[src/acs_pkg.sv]
// ----------------------------------------------------------------------------
// Alpha crossfade sequencer package
// Types, codes and constants shared by the sequencer modules.
// ----------------------------------------------------------------------------
package acs_pkg;

  localparam int unsigned LevelW = 8;
  localparam int unsigned SpanW  = 16;
  localparam int unsigned TimeW  = 32;
  localparam int unsigned NumW   = LevelW + SpanW + 1;
  localparam int unsigned CntW   = $clog2(LevelW);

  localparam logic [LevelW-1:0] LevelMax = 8'hFF;
  localparam logic [SpanW-1:0]  SpanMax  = 16'hFFFF;

  typedef enum logic [1:0] {
    FUNC_START   = 2'd0,
    FUNC_RESET   = 2'd1,
    FUNC_REVERSE = 2'd2,
    FUNC_TICK    = 2'd3
  } func_e;

  typedef enum logic [1:0] {
    PH_NONE     = 2'd0,
    PH_STARTING = 2'd1,
    PH_RUNNING  = 2'd2
  } phase_e;

  typedef enum logic [2:0] {
    ST_IDLE    = 3'd0,
    ST_ELAPSED = 3'd1,
    ST_DECIDE  = 3'd2,
    ST_MUL     = 3'd3,
    ST_DIV     = 3'd4,
    ST_OUT     = 3'd5
  } state_e;

  typedef struct packed {
    logic busy;
    logic done;
  } div_stat_t;

endpackage

[src/alpha_crossfade_sequencer.sv]
// ----------------------------------------------------------------------------
// Alpha crossfade sequencer
// Two-layer linear fade sequencer driven by start, reset, reverse and frame
// tick commands, with a shared serial divider for the interpolation.
// ----------------------------------------------------------------------------
// Channel   Direction  Signals                     Contents
// cfg       in         cfg_valid_i/ready_o/data_i  cross_fade register
// s_axis    in         tvalid/tready/tdata/tuser   command request
// m_axis    out        tvalid/tready/tdata         layer draw result
//
// A frame tick during a running fade with a nonzero span also runs the
// eight quotient steps of the serial divider; every other request skips the
// divider. One request is in work at a time, and the next is taken once the
// result sits in the output register. A stalled output holds the sequencer
// before its output step. Reset is asynchronous and needs no clearing pass.
// ----------------------------------------------------------------------------
module alpha_crossfade_sequencer (
  input  logic        clk_i,
  input  logic        rst_ni,
  input  logic        cfg_valid_i,
  output logic        cfg_ready_o,
  input  logic        cfg_data_i,     // [0] cross_fade
  input  logic        s_axis_tvalid,
  output logic        s_axis_tready,
  input  logic [47:0] s_axis_tdata,   // [15:0] duration_ms, [47:16] now_ms
  input  logic [1:0]  s_axis_tuser,   // [1:0] func
  output logic        m_axis_tvalid,
  input  logic        m_axis_tready,
  output logic [31:0] m_axis_tdata    // [7:0] alpha, [8] finished,
                                      // [9] first_enable, [17:10] first_alpha,
                                      // [18] second_enable,
                                      // [26:19] second_alpha,
                                      // [27] redraw_request, [31:28] zero
);

  localparam int unsigned LW = acs_pkg::LevelW;
  localparam int unsigned SW = acs_pkg::SpanW;
  localparam int unsigned TW = acs_pkg::TimeW;

  acs_pkg::state_e        state_q, state_d;
  acs_pkg::phase_e        phase_q;
  acs_pkg::func_e         func_q;
  logic [SW-1:0]          dur_q;
  logic [TW-1:0]          now_q;
  logic                   cross_fade_q;
  logic [LW-1:0]          from_q, to_q, level_q;
  logic [SW-1:0]          span_q, orig_q;
  logic                   back_q;
  logic [TW-1:0]          stamp_q;
  logic [SW-1:0]          el_q;
  logic                   done_q;
  logic                   redraw_q;
  logic                   up_q;
  logic                   m_valid_q;
  logic [31:0]            m_data_q;

  logic [TW-1:0]          diff;
  logic [SW-1:0]          el_sat;
  logic [SW-1:0]          eff;
  logic [LW-1:0]          dlev;
  logic [LW+SW-1:0]       prod;
  logic [acs_pkg::NumW-1:0] numer;
  logic                   up;
  logic                   new_back;
  logic                   load_out;
  logic                   div_start;
  logic [LW-1:0]          quot;
  acs_pkg::div_stat_t     div_stat;

  logic                   fin;
  logic                   e1, e2, rd;
  logic [LW-1:0]          a1, a2;

  assign cfg_ready_o   = 1'b1;
  assign s_axis_tready = (state_q == acs_pkg::ST_IDLE);
  assign m_axis_tvalid = m_valid_q;
  assign m_axis_tdata  = m_data_q;

  assign diff   = now_q - stamp_q;
  assign el_sat = (|diff[TW-1:SW]) ? acs_pkg::SpanMax : diff[SW-1:0];
  assign eff    = (el_q < span_q) ? el_q : span_q;
  assign up     = (to_q >= from_q);
  assign dlev   = up ? (to_q - from_q) : (from_q - to_q);
  assign prod   = (LW+SW)'(dlev) * (LW+SW)'(eff);
  assign numer  = up ? {1'b0, prod}
                     : {1'b0, prod} + acs_pkg::NumW'(span_q) - 1'b1;
  assign new_back = ~back_q;
  assign load_out = (state_q == acs_pkg::ST_OUT) && (!m_valid_q || m_axis_tready);
  assign div_start = (state_q == acs_pkg::ST_MUL);

  acs_div u_div (
    .clk_i   (clk_i),
    .rst_ni  (rst_ni),
    .start_i (div_start),
    .numer_i (numer),
    .denom_i (span_q),
    .quot_o  (quot),
    .stat_o  (div_stat)
  );

  always_comb begin
    state_d = state_q;
    case (state_q)
      acs_pkg::ST_IDLE: begin
        if (s_axis_tvalid) begin
          state_d = acs_pkg::ST_ELAPSED;
        end
      end
      acs_pkg::ST_ELAPSED: begin
        state_d = acs_pkg::ST_DECIDE;
      end
      acs_pkg::ST_DECIDE: begin
        if (func_q == acs_pkg::FUNC_TICK && phase_q == acs_pkg::PH_RUNNING &&
            span_q != '0) begin
          state_d = acs_pkg::ST_MUL;
        end else begin
          state_d = acs_pkg::ST_OUT;
        end
      end
      acs_pkg::ST_MUL: begin
        state_d = acs_pkg::ST_DIV;
      end
      acs_pkg::ST_DIV: begin
        if (div_stat.done) begin
          state_d = acs_pkg::ST_OUT;
        end
      end
      acs_pkg::ST_OUT: begin
        if (load_out) begin
          state_d = acs_pkg::ST_IDLE;
        end
      end
      default: begin
        state_d = acs_pkg::ST_IDLE;
      end
    endcase
  end

  always_comb begin
    fin = 1'b0;
    e1  = 1'b0;
    e2  = 1'b0;
    a1  = '0;
    a2  = '0;
    rd  = redraw_q;
    if (func_q != acs_pkg::FUNC_TICK) begin
      fin = (phase_q == acs_pkg::PH_NONE);
    end else if (done_q) begin
      fin = 1'b1;
      e1  = !cross_fade_q || (level_q == '0);
      e2  = (level_q == acs_pkg::LevelMax);
      a1  = acs_pkg::LevelMax;
      a2  = acs_pkg::LevelMax;
      rd  = 1'b0;
    end else begin
      e1  = 1'b1;
      a1  = cross_fade_q ? (acs_pkg::LevelMax - level_q) : acs_pkg::LevelMax;
      e2  = (level_q != '0);
      a2  = level_q;
      rd  = 1'b1;
    end
  end

  always_ff @(posedge clk_i or negedge rst_ni) begin
    if (!rst_ni) begin
      state_q      <= acs_pkg::ST_IDLE;
      phase_q      <= acs_pkg::PH_NONE;
      cross_fade_q <= 1'b0;
      from_q       <= '0;
      to_q         <= '0;
      level_q      <= '0;
      span_q       <= '0;
      orig_q       <= '0;
      back_q       <= 1'b0;
      stamp_q      <= '0;
      m_valid_q    <= 1'b0;
    end else begin
      state_q <= state_d;
      if (cfg_valid_i) begin
        cross_fade_q <= cfg_data_i;
      end
      if (load_out) begin
        m_valid_q <= 1'b1;
      end else if (m_axis_tready) begin
        m_valid_q <= 1'b0;
      end
      case (state_q)
        acs_pkg::ST_DECIDE: begin
          case (func_q)
            acs_pkg::FUNC_START: begin
              from_q  <= '0;
              to_q    <= acs_pkg::LevelMax;
              level_q <= '0;
              span_q  <= dur_q;
              orig_q  <= dur_q;
              back_q  <= 1'b0;
              phase_q <= acs_pkg::PH_STARTING;
            end
            acs_pkg::FUNC_RESET: begin
              level_q <= '0;
              phase_q <= acs_pkg::PH_NONE;
            end
            acs_pkg::FUNC_REVERSE: begin
              if (el_q > span_q) begin
                if (to_q == '0) begin
                  from_q  <= '0;
                  to_q    <= acs_pkg::LevelMax;
                  level_q <= '0;
                  back_q  <= 1'b0;
                end else begin
                  from_q  <= acs_pkg::LevelMax;
                  to_q    <= '0;
                  level_q <= acs_pkg::LevelMax;
                  back_q  <= 1'b1;
                end
                span_q <= dur_q;
                orig_q <= dur_q;
              end else begin
                back_q <= new_back;
                from_q <= level_q;
                to_q   <= new_back ? '0 : acs_pkg::LevelMax;
                if (new_back) begin
                  span_q <= el_q;
                end else begin
                  span_q <= (orig_q > el_q) ? (orig_q - el_q) : '0;
                end
              end
              phase_q <= acs_pkg::PH_STARTING;
            end
            acs_pkg::FUNC_TICK: begin
              if (phase_q == acs_pkg::PH_STARTING) begin
                stamp_q <= now_q;
                phase_q <= acs_pkg::PH_RUNNING;
              end else if (phase_q == acs_pkg::PH_RUNNING && span_q == '0) begin
                level_q <= to_q;
              end
            end
            default: begin
            end
          endcase
        end
        acs_pkg::ST_DIV: begin
          if (div_stat.done) begin
            level_q <= up_q ? (from_q + quot) : (from_q - quot);
          end
        end
        default: begin
        end
      endcase
    end
  end

  always_ff @(posedge clk_i) begin
    if (s_axis_tvalid && s_axis_tready) begin
      func_q <= acs_pkg::func_e'(s_axis_tuser);
      dur_q  <= s_axis_tdata[SW-1:0];
      now_q  <= s_axis_tdata[SW+TW-1:SW];
    end
    if (state_q == acs_pkg::ST_ELAPSED) begin
      el_q <= el_sat;
    end
    if (state_q == acs_pkg::ST_DECIDE) begin
      redraw_q <= !(func_q == acs_pkg::FUNC_REVERSE && el_q <= span_q);
      if (phase_q == acs_pkg::PH_STARTING) begin
        done_q <= 1'b0;
      end else if (phase_q == acs_pkg::PH_RUNNING) begin
        done_q <= (span_q == '0) || (el_q >= span_q);
      end else begin
        done_q <= 1'b1;
      end
    end
    if (state_q == acs_pkg::ST_MUL) begin
      up_q <= up;
    end
    if (load_out) begin
      m_data_q <= {4'b0000, rd, a2, e2, a1, e1, fin, level_q};
    end
  end

endmodule

[src/acs_div.sv]
// ----------------------------------------------------------------------------
// Alpha crossfade sequencer divider
// Restoring divider that produces one quotient bit per cycle for an
// eight-bit quotient, with one compare-and-subtract unit.
// ----------------------------------------------------------------------------
module acs_div (
  input  logic                          clk_i,
  input  logic                          rst_ni,
  input  logic                          start_i,
  input  logic [acs_pkg::NumW-1:0]      numer_i,
  input  logic [acs_pkg::SpanW-1:0]     denom_i,
  output logic [acs_pkg::LevelW-1:0]    quot_o,
  output acs_pkg::div_stat_t            stat_o
);

  logic                          busy_q, busy_d;
  logic                          done_q, done_d;
  logic [acs_pkg::CntW-1:0]      cnt_q, cnt_d;
  logic [acs_pkg::SpanW-1:0]     rem_q, rem_d;
  logic [acs_pkg::SpanW-1:0]     den_q, den_d;
  logic [acs_pkg::LevelW-1:0]    bits_q, bits_d;
  logic [acs_pkg::SpanW:0]       trial;
  logic [acs_pkg::SpanW:0]       diff;
  logic                          ge;

  assign trial = {rem_q, bits_q[acs_pkg::LevelW-1]};
  assign diff  = trial - {1'b0, den_q};
  assign ge    = trial >= {1'b0, den_q};

  always_comb begin
    busy_d = busy_q;
    done_d = 1'b0;
    cnt_d  = cnt_q;
    rem_d  = rem_q;
    den_d  = den_q;
    bits_d = bits_q;
    if (start_i) begin
      busy_d = 1'b1;
      cnt_d  = '0;
      rem_d  = numer_i[acs_pkg::NumW-2:acs_pkg::LevelW];
      bits_d = numer_i[acs_pkg::LevelW-1:0];
      den_d  = denom_i;
    end else if (busy_q) begin
      rem_d  = ge ? diff[acs_pkg::SpanW-1:0] : trial[acs_pkg::SpanW-1:0];
      bits_d = {bits_q[acs_pkg::LevelW-2:0], ge};
      cnt_d  = cnt_q + 1'b1;
      if (cnt_q == acs_pkg::CntW'(acs_pkg::LevelW - 1)) begin
        busy_d = 1'b0;
        done_d = 1'b1;
      end
    end
  end

  always_ff @(posedge clk_i or negedge rst_ni) begin
    if (!rst_ni) begin
      busy_q <= 1'b0;
      done_q <= 1'b0;
      cnt_q  <= '0;
    end else begin
      busy_q <= busy_d;
      done_q <= done_d;
      cnt_q  <= cnt_d;
    end
  end

  always_ff @(posedge clk_i) begin
    rem_q  <= rem_d;
    den_q  <= den_d;
    bits_q <= bits_d;
  end

  assign quot_o      = bits_q;
  assign stat_o.busy = busy_q;
  assign stat_o.done = done_q;

endmodule

[config.mk]
export PLATFORM = sky130hd
export DESIGN_NAME = alpha_crossfade_sequencer
export DESIGN_NICKNAME = d
export VERILOG_FILES = /design/src/acs_pkg.sv /design/src/alpha_crossfade_sequencer.sv /design/src/acs_div.sv
export SDC_FILE = /design/constraint.sdc
export NUM_CORES = 1
export LEC_CHECK = 0
export ABC_AREA = 1
export BUFFER_PORTS_ARGS = -buffer_cell sky130_fd_sc_hd__buf_2
export CAP_MARGIN = 20
export CORE_MARGIN = 3
export CORE_UTILIZATION = 25
export DETAILED_ROUTE_END_ITERATION = 8
export PLACE_DENSITY = 0.39
export SETUP_SLACK_MARGIN = 0.15
export SYNTH_ARGS = -nofsm -noshare
export SYNTH_HDL_FRONTEND = slang
export SYNTH_HIERARCHICAL = 1
export SYNTH_SLANG_ARGS = --single-unit
[constraint.sdc]
create_clock -name clk_i -period 11.9 [get_ports clk_i]
set_input_delay 1.19 -clock clk_i [delete_from_list [all_inputs] [get_ports clk_i]]
set_output_delay 1.19 -clock clk_i [all_outputs]
set_load 0.02 [all_outputs]
==> impl_metrics.json <==
{
  "clkTransAtPathRegs_ns": 0.07,
  "cts_tree": "done",
  "path_common_cell": "nand2_1",
  "rows": 105,
  "maxSlewViolCount": 0,
  "dp_slack_ns": 2.60,
  "holdCritPathClass": "flip-flop to flip-flop",
  "setup_tns_ns": 0,
  "io_buffers": 85,
  "min_period_over_period_pct": 78.1,
  "cap_violations": 0,
  "worstPathArrival_ns": 9.60,
  "fin_skew_ns": 0.0415,
  "criticalPathCategory": "flip-flop to flip-flop",
  "start_util_pct": 25.3,
  "nets": 3151,
  "grt_overflow_total": 0,
  "placed_cells": 3858,
  "vias": 17609,
  "drcViolationCount": 0,
  "drive_above_1_share_pct": 7.89,
  "max_stage_delay_ns": 0.70,
  "grt_pass1_wl_um": 104000,
  "dr.pass1.iters": 5,
  "fin_ws_ns": 2.61,
  "drt-total-wl_um": 64600,
  "outcome": "finished, final reports clean",
  "slowest_stage": "xor2_2",
  "die_height_um": 295,
  "cp.required_ns": 12.21,
  "vias_per_cell": 4.51,
  "cp-start-kind": "flip-flop",
  "post_cts_resized": 0,
  "fmax_mhz": 108,
  "area_growth_pct": 11.4,
  "numClockSinks": 231,
  "grt_use_total_pct": 15.1,
  "cts_setup_buffers": 0,
  "diodes": 0,
  "holdBufCountCts": 0,
  "r2r_cells": 39,
  "grtUsageMet1_pct": 20.1,
  "drtIter0Drc": 921,
  "fin_crit_ns": 9.29,
  "clockBufferDepth": 3,
  "clock_latency_ns": 0.58,
  "yosysWarnings": 6,
  "utilization_pct": 28.2,
  "relSlewSlack_pct": 30.6,
  "synth_area_mm2": 0.0208,
  "antenna_found_initial": 6,
  "hold_viol": 0,
  "htreeDepth": 1,
  "busiest_layer": "met2",
  "gp_congestion": 0.845,
  "dieArea_mm2": 0.0869,
  "cts_buffers": 27,
  "postRouteAntennaNets": 0,
  "grtUsageMet2_pct": 26.3,
  "dieWidth_um": 295,
  "root_buffer": "clkbuf_16",
  "worst_slew_pin_slew_ns": 1.03,
  "wire_per_inst_um": 16.5,
  "cp_max_fo": 29,
  "coreArea_mm2": 0.0824,
  "ios": 91,
  "reg2reg_slack_ns": 2.61,
  "endpoint_kind": "flip-flop",
  "use_met3_pct": 1.93,
  "hpwl_um": 53500,
  "fin_cells": 3908,
  "avgSynthCellArea_um2": 7.59,
  "holdPathStages": 2,
  "grt_setup_unrepaired": "false",
  "synthesis.instances": 2747,
  "setup_viol_count_final": 0,
  "grt_max_degree": 61,
  "grt_pass1_vias": 18281
}
[registers in the layout, summed over array words and instances (netlist names), 2 cells and up]
name          cells
dur_q            16
el_q             16
from_q            8
func_q            2
level_q           8
m_axis_tdata     28
now_q            32
orig_q           16
phase_q           2
span_q           16
stamp_q          32
state_q           3
u_div/cnt_q       3
u_div/den_q      16
u_div/quot_o      8
u_div/rem_q      16
[worst max-delay path, delay by kind of cell (launching register included)]
family                     cells  cell delay, ns
buffers and inverters          7            1.00
AOI/OAI and AO/OA              9            1.38
adders and majority gates      9            3.73
DFF                            1            0.55
and+or+nand+nor               12            1.29
xor gates and xnor gates       2            1.04
[routing by layer]
metal,wire (um),vias up
met4,1130,0
met5,0,-
met2,30900,271
li1,-,8946
met3,2210,53
met1,30400,8339
[worst paths after layout]
| kind | startpoint | endpoint |
|---|---|---|
| max in group asynchronous | rst_ni | u_div/cnt_q[1] |
| worst max-delay path | to_q[6] | u_div/rem_q[15] |
| min in group asynchronous | rst_ni | orig_q[13] |
| worst min register to register | dur_q[10] | orig_q[10] |
| worst min-delay path | dur_q[10] | orig_q[10] |
| worst max register to register | to_q[6] | u_div/rem_q[15] |
[cell usage in the layout (no fill, tap or decap), types with 27 or more instances in the layout]
master and n:
dfrtp_1 94, inv_1 487, xor2_1 38, buf_2 84, nand3_1 130, nand2_1 692, fa_1 91, ha_1 186
clkbuf_16 27, o21ai_0 137, a21oi_1 138, xnor2_1 31, nor2_1 249, nand4_1 47, edfxtp_1 137
[per-stage QoR]
step                      hold slack (ns)  area (um^2)
after floorplan                     0.425        20900
after global placement              0.476        22400
after detailed placement            0.471        22400
after CTS                           0.477        23200
after global routing                0.513        23200
final                               0.472        23200
[cell type report]
| type | instances | area, um^2 |
|---|---|---|
| fill | 9034 | 59100 |
| multi-input combinational | 1957 | 12200 |
| sequential | 231 | 6470 |
| inverter | 504 | 1890 |
| tap | 1070 | 1340 |
| clock buffer | 36 | 719 |
| timing repair buffer | 97 | 538 |
| clock inverter | 13 | 83.8 |
Power is left out: the tool's default activity adds up to more than one toggle a clock period on the data nets, which glitch-free logic cannot reach.
